File: src/sv/first_unique_symbol_stream_unit_macros.svh
`ifndef FIRST_UNIQUE_SYMBOL_STREAM_UNIT_MACROS_SVH
`define FIRST_UNIQUE_SYMBOL_STREAM_UNIT_MACROS_SVH

// same-cycle implication, checked outside reset
`define FUSS_ASSERT_NOW(lbl, ante, cons, msg) \
  lbl: assert property (@(posedge clk) disable iff (!rst_n) (ante) |-> (cons)) else $error(msg);

// next-cycle implication, checked outside reset
`define FUSS_ASSERT_NEXT(lbl, ante, cons, msg) \
  lbl: assert property (@(posedge clk) disable iff (!rst_n) (ante) |=> (cons)) else $error(msg);

`endif

File: src/sv/fuss_pkg.sv
package fuss_pkg;

  localparam int SYM_W = 8;
  localparam int CNT_W = 2;
  // count saturates here, meaning two or more
  localparam logic [CNT_W-1:0] CNT_MAX = 2'd2;
  localparam logic [CNT_W-1:0] CNT_NONE = 2'd0;

  typedef enum logic [2:0] {
    S_IDLE,
    S_CNT,
    S_FRONT,
    S_FCNT_RD,
    S_FCHK,
    S_EMIT
  } fuss_state_t;

  typedef struct packed {
    logic push;
    logic pop;
    logic rd;
  } ring_ctrl_t;

  typedef struct packed {
    logic empty;
    logic full;
  } ring_stat_t;

endpackage

File: src/sv/first_unique_symbol_stream_unit.sv
// channel  | ports                      | content
// ---------+----------------------------+---------------------------------------
// input    | in_tvalid/tready/tdata     | tdata[7:0] symbol
// result   | out_tvalid/tready/tdata    | tuser found, tdata[7:0] first_unique
//
// each item runs S_IDLE, S_CNT and S_FRONT, then S_FCNT_RD and S_FCHK back to
// S_FRONT for each dropped front entry, and ends in S_EMIT; the count store
// read port serves both the update and each front check
// reset clears the count store through per-entry valid bits, no sweep
// in_tready is high only while the sequencer is idle; a held result stalls
// the next item only at its final step
`include "first_unique_symbol_stream_unit_macros.svh"

module first_unique_symbol_stream_unit #(
  parameter int ALPHABET_SIZE = 256
) (
  input  logic       clk,
  input  logic       rst_n,
  input  logic       in_tvalid,
  output logic       in_tready,
  input  logic [7:0] in_tdata,   // [7:0] symbol
  output logic       out_tvalid,
  input  logic       out_tready,
  output logic [7:0] out_tdata,  // [7:0] first_unique
  output logic       out_tuser   // [0] found
);
  import fuss_pkg::*;

  localparam int IDX_W = (ALPHABET_SIZE > 1) ? $clog2(ALPHABET_SIZE) : 1;

  fuss_state_t state_r, state_nxt;
  logic [IDX_W-1:0] sym_r;
  logic in_range_r;
  logic out_valid_r;
  logic out_found_r;
  logic [SYM_W-1:0] out_sym_r;

  logic cnt_rd_en, cnt_wr_en;
  logic [IDX_W-1:0] cnt_rd_addr;
  logic [CNT_W-1:0] cnt_rd, cnt_wr;
  ring_ctrl_t ring_ctrl;
  ring_stat_t ring_stat;
  logic [IDX_W-1:0] front_sym;
  logic in_xfer, emit;

  assign in_tready = (state_r == S_IDLE);
  assign in_xfer   = in_tvalid && in_tready;
  assign emit      = (state_r == S_EMIT) && (!out_valid_r || out_tready);

  fuss_count_store #(.ALPHABET_SIZE(ALPHABET_SIZE)) u_count (
    .clk     (clk),
    .rst_n   (rst_n),
    .rd_en   (cnt_rd_en),
    .rd_addr (cnt_rd_addr),
    .rd_cnt  (cnt_rd),
    .wr_en   (cnt_wr_en),
    .wr_addr (sym_r),
    .wr_cnt  (cnt_wr)
  );

  fuss_order_ring #(.ALPHABET_SIZE(ALPHABET_SIZE)) u_ring (
    .clk       (clk),
    .rst_n     (rst_n),
    .ctrl      (ring_ctrl),
    .push_sym  (sym_r),
    .front_sym (front_sym),
    .stat      (ring_stat)
  );

  always_comb begin
    state_nxt   = state_r;
    cnt_rd_en   = 1'b0;
    cnt_rd_addr = front_sym;
    cnt_wr_en   = 1'b0;
    cnt_wr      = cnt_rd + 1'b1;
    ring_ctrl   = '0;
    unique case (state_r)
      S_IDLE: begin
        cnt_rd_addr = in_tdata[IDX_W-1:0];
        cnt_rd_en   = in_xfer;
        if (in_xfer) begin
          state_nxt = S_CNT;
        end
      end
      S_CNT: begin
        // first occurrence joins the ring, count saturates at two
        ring_ctrl.push = in_range_r && (cnt_rd == CNT_NONE);
        cnt_wr_en      = in_range_r && (cnt_rd != CNT_MAX);
        state_nxt      = S_FRONT;
      end
      S_FRONT: begin
        ring_ctrl.rd = !ring_stat.empty;
        state_nxt    = ring_stat.empty ? S_EMIT : S_FCNT_RD;
      end
      S_FCNT_RD: begin
        cnt_rd_en = 1'b1;
        state_nxt = S_FCHK;
      end
      S_FCHK: begin
        if (cnt_rd == CNT_MAX) begin
          ring_ctrl.pop = 1'b1;
          state_nxt     = S_FRONT;
        end else begin
          state_nxt = S_EMIT;
        end
      end
      S_EMIT: begin
        if (emit) begin
          state_nxt = S_IDLE;
        end
      end
      default: state_nxt = S_IDLE;
    endcase
  end

  always_ff @(posedge clk) begin
    if (!rst_n) begin
      state_r     <= S_IDLE;
      out_valid_r <= 1'b0;
    end else begin
      state_r <= state_nxt;
      if (emit) begin
        out_valid_r <= 1'b1;
      end else if (out_tready) begin
        out_valid_r <= 1'b0;
      end
    end
  end

  always_ff @(posedge clk) begin
    if (in_xfer) begin
      sym_r      <= in_tdata[IDX_W-1:0];
      in_range_r <= ({1'b0, in_tdata} < 9'(ALPHABET_SIZE));
    end
    if (emit) begin
      out_found_r <= !ring_stat.empty;
      out_sym_r   <= ring_stat.empty ? '0 : SYM_W'(front_sym);
    end
  end

  assign out_tvalid = out_valid_r;
  assign out_tdata  = out_sym_r;
  assign out_tuser  = out_found_r;

  `FUSS_ASSERT_NOW(a_notfound_zero, out_tvalid && !out_tuser, out_tdata == '0, "not-found result carries a nonzero symbol")
  `FUSS_ASSERT_NEXT(a_busy_after_xfer, in_tvalid && in_tready, !in_tready, "input ready right after a transfer")
  `FUSS_ASSERT_NEXT(a_empty_emits, state_r == S_FRONT && ring_stat.empty, state_r == S_EMIT, "empty ring did not go to emit")

endmodule

File: src/sv/fuss_count_store.sv
module fuss_count_store #(
  parameter int ALPHABET_SIZE = 256
) (
  input  logic                                           clk,
  input  logic                                           rst_n,
  input  logic                                           rd_en,
  input  logic [((ALPHABET_SIZE > 1) ? $clog2(ALPHABET_SIZE) : 1)-1:0] rd_addr,
  output logic [fuss_pkg::CNT_W-1:0]                     rd_cnt,
  input  logic                                           wr_en,
  input  logic [((ALPHABET_SIZE > 1) ? $clog2(ALPHABET_SIZE) : 1)-1:0] wr_addr,
  input  logic [fuss_pkg::CNT_W-1:0]                     wr_cnt
);
  import fuss_pkg::*;

  logic [CNT_W-1:0] mem [ALPHABET_SIZE];
  logic [ALPHABET_SIZE-1:0] valid_r;
  logic [CNT_W-1:0] rd_data_r;
  logic rd_vld_r;

  // an entry never written since reset reads as zero
  always_ff @(posedge clk) begin
    if (!rst_n) begin
      valid_r  <= '0;
      rd_vld_r <= 1'b0;
    end else begin
      if (wr_en) begin
        valid_r[wr_addr] <= 1'b1;
      end
      if (rd_en) begin
        rd_vld_r <= valid_r[rd_addr];
      end
    end
  end

  always_ff @(posedge clk) begin
    if (wr_en) begin
      mem[wr_addr] <= wr_cnt;
    end
    if (rd_en) begin
      rd_data_r <= mem[rd_addr];
    end
  end

  assign rd_cnt = rd_vld_r ? rd_data_r : CNT_NONE;

endmodule

File: src/sv/fuss_order_ring.sv
module fuss_order_ring #(
  parameter int ALPHABET_SIZE = 256
) (
  input  logic                                           clk,
  input  logic                                           rst_n,
  input  fuss_pkg::ring_ctrl_t                           ctrl,
  input  logic [((ALPHABET_SIZE > 1) ? $clog2(ALPHABET_SIZE) : 1)-1:0] push_sym,
  output logic [((ALPHABET_SIZE > 1) ? $clog2(ALPHABET_SIZE) : 1)-1:0] front_sym,
  output fuss_pkg::ring_stat_t                           stat
);
  import fuss_pkg::*;

  localparam int IDX_W  = (ALPHABET_SIZE > 1) ? $clog2(ALPHABET_SIZE) : 1;
  localparam int FILL_W = $clog2(ALPHABET_SIZE + 1);
  localparam logic [IDX_W-1:0]  LAST_IDX = IDX_W'(ALPHABET_SIZE - 1);
  localparam logic [FILL_W-1:0] FULL_FILL = FILL_W'(ALPHABET_SIZE);

  logic [IDX_W-1:0] mem [ALPHABET_SIZE];
  logic [IDX_W-1:0] head_r, head_nxt;
  logic [IDX_W-1:0] tail_r, tail_nxt;
  logic [FILL_W-1:0] fill_r, fill_nxt;
  logic [IDX_W-1:0] front_r;
  logic do_push;

  assign stat.empty = (fill_r == '0);
  assign stat.full  = (fill_r == FULL_FILL);
  assign do_push    = ctrl.push && !stat.full;

  always_comb begin
    head_nxt = head_r;
    tail_nxt = tail_r;
    fill_nxt = fill_r;
    if (do_push) begin
      tail_nxt = (tail_r == LAST_IDX) ? '0 : tail_r + 1'b1;
    end
    if (ctrl.pop && !stat.empty) begin
      head_nxt = (head_r == LAST_IDX) ? '0 : head_r + 1'b1;
    end
    case ({do_push, ctrl.pop && !stat.empty})
      2'b10:   fill_nxt = fill_r + 1'b1;
      2'b01:   fill_nxt = fill_r - 1'b1;
      default: fill_nxt = fill_r;
    endcase
  end

  always_ff @(posedge clk) begin
    if (!rst_n) begin
      head_r <= '0;
      tail_r <= '0;
      fill_r <= '0;
    end else begin
      head_r <= head_nxt;
      tail_r <= tail_nxt;
      fill_r <= fill_nxt;
    end
  end

  always_ff @(posedge clk) begin
    if (do_push) begin
      mem[tail_r] <= push_sym;
    end
    if (ctrl.rd) begin
      front_r <= mem[head_r];
    end
  end

  assign front_sym = front_r;

endmodule

File: config.mk
export PLATFORM = sky130hd
export DESIGN_NAME = first_unique_symbol_stream_unit
export DESIGN_NICKNAME = d
export VERILOG_FILES = /design/src/sv/fuss_pkg.sv /design/src/sv/first_unique_symbol_stream_unit.sv /design/src/sv/fuss_count_store.sv /design/src/sv/fuss_order_ring.sv
export VERILOG_INCLUDE_DIRS = /design/src /design/src/sv
export SDC_FILE = /design/constraint.sdc
export NUM_CORES = 2
export LEC_CHECK = 0
export BUFFER_PORTS_ARGS = -buffer_cell sky130_fd_sc_hd__buf_2
export CORE_MARGIN = 1.5
export CORE_UTILIZATION = 30
export DETAILED_ROUTE_END_ITERATION = 10
export PLACE_DENSITY = 0.44
export SYNTH_ARGS = -nofsm -noshare
export SYNTH_HDL_FRONTEND = slang
export SYNTH_SLANG_ARGS = --single-unit
File: constraint.sdc
create_clock -name clk -period 7.2 [get_ports clk]
set_clock_uncertainty 0.1 [all_clocks]
set_input_delay 0.36 -clock clk [delete_from_list [all_inputs] [get_ports clk]]
set_output_delay 0.36 -clock clk [all_outputs]
set_load 0.005 [all_outputs]
## Word-level counts from Yosys, hierarchy flattened

Memories as Yosys holds them, arrays and structs flattened. A register that Yosys moved wholly into a read port is not among the register bits.
Cells that the tools add are included.

- Bitwise logic cells: 1
- $lt $le $gt $ge: 3
- Equality and inequality tests: 14
- $add $sub $neg: 5
- Multiplexer cells: 26
- Reduce and logical (&&, ||, !) cells: 15

Operators with widths:

| operator | number |
|---|---|
| 256-bit OR | 1 |
| 8-bit two-way mux | 3 |
| 8-bit by 9-bit less-than comparator with 1-bit output, second input constant | 2 |
| 3-bit case mux with 6 select lines | 1 |
| 9-bit case mux with 2 select lines | 1 |
| 8-bit by 1-bit adder with 8-bit output, second input constant | 2 |
| 8-bit == test, second input constant | 2 |
| 1-bit two-way mux | 13 |
| 3-bit two-way mux | 4 |
| 9-bit by 1-bit adder with 9-bit output, second input constant | 1 |
| 9-bit == test, second input constant | 1 |
| 9-bit zero test | 1 |
| 9-bit by 1-bit subtractor with 9-bit output, second input constant | 1 |
| 1-bit binary-select mux with 8-bit select | 1 |
| 1-bit demux with 8-bit select | 1 |
| 8-bit by 1-bit greater-or-equal comparator with 1-bit output, second input constant | 1 |
| 3-bit by 2-bit == test with 1-bit output, second input constant | 2 |
| 3-bit == test, second input constant | 2 |
| 1-bit logical AND | 5 |
| 2-bit == test, second input constant | 2 |
| 2-bit != test, second input constant | 2 |
| 2-bit nonzero test | 2 |
| 3-bit by 1-bit == test with 1-bit output, second input constant | 1 |
| 1-bit zero test | 3 |
| 9 further kinds | 9 |

- Bits in writable memories: 2,560
- Register bits after elaboration: 303
- Word-level logic and storage cells: 76
- Memories kept: 2
- Output and inout bits: 11
- Bits of input ports: 12

Memory list:

| memory | depth | bits a word | read ports | clocked after memory_dff | write ports | RTL line | source |
|---|---|---|---|---|---|---|---|
| u_ring.mem | 256 | 8 | 1 | 1 | 1 | fuss_order_ring.sv:18 | `logic [IDX_W-1:0] mem [ALPHABET_SIZE];` |
| u_count.mem | 256 | 2 | 1 | 1 | 1 | fuss_count_store.sv:15 | `logic [CNT_W-1:0] mem [ALPHABET_SIZE];` |

## Logic depth before layout (Yosys ltp)

- Depth after elaboration: 7
- Gate-level depth with buffers: 20
- Depth with buffers taken out: 18

## Modules after synthesis

Synthesis repeated with hierarchy kept, for this count alone.

- Cell total of the unflattened synthesis: 5,891
- Area total of the unflattened synthesis: 112,569.2 um^2

By module, submodules not included:

| module | sequential area each (um^2) | area each (um^2) | times used | cells each |
|---|---|---|---|---|
| fuss_order_ring | 62,239.7 | 81,259.2 | 1 | 3,906 |
| fuss_count_store | 20,579.7 | 30,365.4 | 1 | 1,915 |
| first_unique_symbol_stream_unit | 590.6 | 944.7 | 1 | 70 |

## Worst setup path before layout

Ideal clock, no wire load.

- Path kind: reg-to-reg
- From: register u_count.rd_vld_r
- To: memory u_count.mem[0][1], data pin
- Cell stages (with the launch flop): 3
- Path buffers: 0
- Clock period less this slack: 7.603 ns
- Slack: -0.403 ns
- Data required time: 6.300 ns
- Data arrival time: 6.702 ns
- Setup time: 0.800 ns
- Path through: dfxtp_1 > nand2_1 > ha_1

- Cells in the longest elaborated chain, start to end: 2

Ends and longest elaborated chain:

| element | RTL line | source |
|---|---|---|
| from (decl) | fuss_count_store.sv:18 | `logic rd_vld_r;` |
| from (signal assigned) | fuss_count_store.sv:30 | `rd_vld_r <= valid_r[rd_addr];` |
| 2-bit two-way mux | fuss_count_store.sv:44 | `assign rd_cnt = rd_vld_r ? rd_data_r : CNT_NONE;` |
| 2-bit by 1-bit adder with 2-bit output | first_unique_symbol_stream_unit.sv:75 | `cnt_wr = cnt_rd + 1'b1;` |
| via cnt_wr[1] | first_unique_symbol_stream_unit.sv:40 | `logic [CNT_W-1:0] cnt_rd, cnt_wr;` |
| to (decl) | fuss_count_store.sv:15 |  |

The timed path passes the listed nets, and every way through them passes these cells.

## Final worst setup path

- From: register u_count.rd_data_r[0] (read register of u_count.mem)
- To: register u_ring.fill_r[8]

- Cells in the longest elaborated chain, start to end: 7
- Elaborated cells on any way between the ends: 12
- Classes of those cells: eq/ne (3); mux (5); reduce/logical (4)

Ends and longest elaborated chain:

| element | RTL line | source |
|---|---|---|
| from (decl) | fuss_count_store.sv:17 | `logic [CNT_W-1:0] rd_data_r;` |
| 2-bit two-way mux * | fuss_count_store.sv:44 |  |
| 2-bit == test | first_unique_symbol_stream_unit.sv:100 | `if (cnt_rd == CNT_MAX) begin` |
| 1-bit two-way mux | first_unique_symbol_stream_unit.sv:100 |  |
| 1-bit two-way mux | first_unique_symbol_stream_unit.sv:77 | `unique case (state_r)` |
| 1-bit logical AND | fuss_order_ring.sv:39 | `case ({do_push, ctrl.pop && !stat.empty})` |
| 2-bit by 1-bit == test with 1-bit output / 2-bit == test (equally long branches) | fuss_order_ring.sv:39 |  |
| 9-bit case mux with 2 select lines / 2-bit nonzero test (equally long branches) | -- |  |
| to (signal assigned) | fuss_order_ring.sv:54 | `fill_r <= fill_nxt;` |
| to (decl) | fuss_order_ring.sv:21 | `logic [FILL_W-1:0] fill_r, fill_nxt;` |

Every way passes the cells marked *; elsewhere a longest branch is shown, timed or not.
A chain may end at the register's enable or synchronous reset.

==> reports/summary.txt <==
RUN STATUS
------------------------------------------------------------------------------------
Outcome                                                                    completed

GLOBAL ROUTE
------------------------------------------------------------------------------------
Met2 demand-to-capacity share in global routing                                27.9%
Pin count of the biggest net entering global routing                             218
Global-route track usage on met1                                               23.2%
Number of global-route vias before repair                                     58,800
Global-route wire length before repair                                        455 mm
Most congested layer reported by global routing                                 met2
Initial antenna violation count                                                   15
GRT Resource Usage Total                                                       16.6%
Global route overflow                                                              0
GRT met3 Usage                                                                 1.87%

DETAILED ROUTING
------------------------------------------------------------------------------------
Remaining DRCs                                                                     0
Via total after detailed routing                                              57,500
Mean routed wirelength per cell                                              27.9 um
Drt initial violations                                                         5,180
Final wirelength                                                              320 mm
Post-DR vias/cell                                                               5.03
Drt first pass iters                                                               5
Final ANT Viol Nets                                                                0

POWER
------------------------------------------------------------------------------------
VDD IR max                                                                  0.219 mV
Standby leakage power                                                        38.6 nW
Post-layout power                                                            36.8 mW
Cell Pwr Density                                                         286 nW/um^2

CLOCK TREE
------------------------------------------------------------------------------------
Clk slew on worst S/H paths                                                    60 ps
TritonCTS clock tree                                                           built
Clock tree root driver cell                                             sky130_fd_sc_hd__clkbuf_16
H-tree Lvls                                                                        5
Number of clock buffers inserted by TritonCTS                                    317
Total number of clock tree sinks                                               2,873
Post-cts resize count                                                              0
Clock Path Buffers                                                                 4
Post-CTS setup buffers                                                             0
Clock latency on the worst-skew pair                                          900 ps
Number of hold buffers added after cts                                            12

HOLD PATH
------------------------------------------------------------------------------------
Worst Hold Class                                                           in -> reg

TIMING
------------------------------------------------------------------------------------
Setup repair after global routing missed its margin                            false
Final Hold Vio Count                                                               0
Slew of the pin with the lowest slew margin                                  1310 ps
Highest clock frequency the design can meet                                0.188 GHz
Rel. slew slack                                                                12.9%
Final worst-path cycle share                                                   73.9%
Final setup violation count                                                        0
Final setup TNS                                                                 0 ps
Final min period                                                             5320 ps
Hold_ws                                                                       180 ps
Final max-slew violation count                                                     0

YOSYS
------------------------------------------------------------------------------------
Net Count, Synth                                                               6,136
Sequential-to-total area share from yosys stat                                 74.4%
Proportion of synthesized flip-flops having asynchronous set or reset             0%
Number of synthesized register bits                                            2,873
Most used flip-flop cell after synthesis                                sky130_fd_sc_hd__edfxtp_1
Area of the mapped netlist                                              112,000 sq um
Syn_area_per_cell                                                         18.3 sq um
Number of distinct library cells after synthesis                                  60
Count of flip-flops with a built-in enable after synthesis                     2,587
Syn Inst Count                                                                 6,113
Warnings, synthesis                                                                0

RUN
------------------------------------------------------------------------------------
Count of maximum capacitance violations                                            0

FINAL LAYOUT
------------------------------------------------------------------------------------
Area growth, synth to finish                                                   14.8%
Area taken by flip-flops and latches                                    83,400 sq um
Area of the multi-input gates                                           27,300 sq um
Core Util, Final                                                               34.6%
Nets                                                                           6,243
Share of layout cells above drive strength 1                                   20.9%
Most frequent cells in the layout                                       sky130_fd_sc_hd__edfxtp_1 (2,587), sky130_fd_sc_hd__mux4_2 (691), sky130_fd_sc_hd__nand2_1 (558)
Number of fillers in the final layout                                         35,300
Commonest non-fill, non-tap cell in the layout                          sky130_fd_sc_hd__edfxtp_1

DIE
------------------------------------------------------------------------------------
Number of I/O pins                                                                23
Initial core utilization                                                       30.1%
Total number of placement rows                                                   224
Core outline area                                                       372,000 sq um
DIE WIDTH                                                                     614 um
Overall die area                                                        377,000 sq um
Height of the die                                                             614 um

SETUP PATH
------------------------------------------------------------------------------------
Start point of the critical path                                        u_count.rd_data_r[0]
CP arrival                                                                   6040 ps
Depth of the worst register-to-register path                                      17
Sort of element at the start of the critical path                               flop
Category of the most critical setup path                                  reg -> reg
Worst reg2reg path startpoint                                           u_count.rd_data_r[0]
Type of element capturing the critical path                                     flop
Buffers plus inverters on the worst setup path                                     0
Flop2flop setup slack                                                        1880 ps
Endpoint of the most critical setup path                                u_ring.fill_r[8]
CP Data Required Time                                                        7920 ps
Crit path max-delay cell type                                           sky130_fd_sc_hd__nor2b_1
Critical path cell sequence                                             nand2_8, ha_1, nor2b_1, nor3b_1, nor2b_1, ha_1, xor2_1, ha_1, a21oi_1, o21ai_0, a221o_1, a21oi_1, mux2i_1, o32ai_1, a21oi_1, or3_1, a21boi_0
Number of cells on the critical path                                              17
Endpoint of the lowest-slack register-to-register path                  u_ring.fill_r[8]
Worst path top cell family by delay                                     simple AND/OR/NAND/NOR gates
Delay contributed by the slowest stage of the critical path                   660 ps
Highest fanout seen on the critical path                                          57

PLACED DESIGN
------------------------------------------------------------------------------------
Half-perimeter wire length after detailed placement                           187 mm
Number of buffer cells added on primary ports                                     22
Final RePlAce weighted congestion                                              0.768

==> worst min-delay path by stage <==
stage / from / to / slack, ps / depth (start not counted)
after floorplan: u_count.valid_r[10] / u_count.valid_r[10] / 340 / 1
after global placement: u_count.valid_r[178] / u_count.valid_r[178] / 350 / 1
after detailed placement: u_count.valid_r[108] / u_count.valid_r[108] / 350 / 1
after CTS: in_tdata[6] / sym_r[6] / 100 / 2
after global routing: in_tdata[0] / sym_r[0] / 130 / 2
final: in_tdata[7] / sym_r[7] / 180 / 2
==> power by group <==
group / internal (mW) / switching (mW)
sequential: 18.5 / 0.0312
combinational: 0.464 / 1.75
clock: 9.28 / 6.72
total: 28.3 / 8.50
==> logic make-up after synthesis <==
logic type / Yosys count / synth area share, %
muxes: 821 / 15.0
and+or+nand+nor: 1434 / 5.35
xor gates and xnor gates: 17 / 0.133
buffers and inverters: 392 / 1.47
DFF: 2873 / 74.4
adders and majority gates: 11 / 0.123
AOI/OAI and AO/OA: 565 / 3.46
==> cell usage after synthesis (7+ instances only) <==
master	count	share of area, %
sky130_fd_sc_hd__a21boi_0	10	0.067
sky130_fd_sc_hd__o22ai_1	37	0.21
sky130_fd_sc_hd__or3_1	7	0.039
sky130_fd_sc_hd__a31oi_1	45	0.25
sky130_fd_sc_hd__dfxtp_1	286	5.1
sky130_fd_sc_hd__nor2b_1	32	0.18
sky130_fd_sc_hd__buf_1	38	0.13
sky130_fd_sc_hd__mux4_2	691	14
sky130_fd_sc_hd__a32oi_1	18	0.14
sky130_fd_sc_hd__ha_1	11	0.12
sky130_fd_sc_hd__o21ai_0	14	0.063
sky130_fd_sc_hd__mux2i_1	124	1.1
sky130_fd_sc_hd__clkbuf_1	246	0.82
sky130_fd_sc_hd__inv_1	12	0.040
sky130_fd_sc_hd__xnor2_1	9	0.070
sky130_fd_sc_hd__nand4_1	39	0.22
sky130_fd_sc_hd__buf_2	76	0.34
sky130_fd_sc_hd__a211oi_1	9	0.060
sky130_fd_sc_hd__edfxtp_1	2587	69
sky130_fd_sc_hd__and2_1	15	0.084
sky130_fd_sc_hd__nand3_1	156	0.70
sky130_fd_sc_hd__nor4_1	24	0.13
sky130_fd_sc_hd__nor2_1	543	1.8
sky130_fd_sc_hd__nand2_1	575	1.9
sky130_fd_sc_hd__o21a_1	261	1.7
sky130_fd_sc_hd__xor2_1	8	0.063
sky130_fd_sc_hd__a311oi_1	8	0.063
sky130_fd_sc_hd__buf_4	17	0.11
sky130_fd_sc_hd__nor3_1	10	0.045
sky130_fd_sc_hd__a21oi_1	118	0.53
==> cell type report <==
cell class,count,area share [%]
diodes,2,0.00389
clock buffers,422,6.77
clock inverters,152,1.12
inverters,12,0.0350
multi-input cells,2848,21.2
flip-flops and latches,2873,64.8
well taps,4972,4.84
repair buffers,168,1.19
==> stage by stage <==
| step | cell area (sq um) | worst slack [ps] | std cells |
|---|---|---|---|
| detailed placement | 118000 | 1940 | 10900 |
| floorplan | 112000 | 976 | 6113 |
| CTS | 129000 | 1920 | 11400 |
| global route | 129000 | 1490 | 11400 |
| global placement | 118000 | 1780 | 10900 |
| finish | 129000 | 1880 | 11400 |
==> flip-flops by register name, indices dropped and copies added (netlist names) <==
register           cells
out_tvalid             1
u_count.rd_vld_r       1
out_tuser              1
state_r                3
sym_r                  8
u_count.mem          512
u_ring.front_sym       8
u_ring.mem          2048
u_count.rd_data_r      2
u_count.valid_r      256
out_tdata              8
u_ring.fill_r          9
u_ring.tail_r          8
u_ring.head_r          8
==> routing by layer <==
metal | part of all wire [%] | vias up
li1 | - | 24600
met1 | 44 | 31000
met2 | 49 | 1495
met3 | 4.5 | 404
met4 | 2.2 | 0
met5 | 0 | -
No activity file was read; power rests on OpenSTA's default activity.
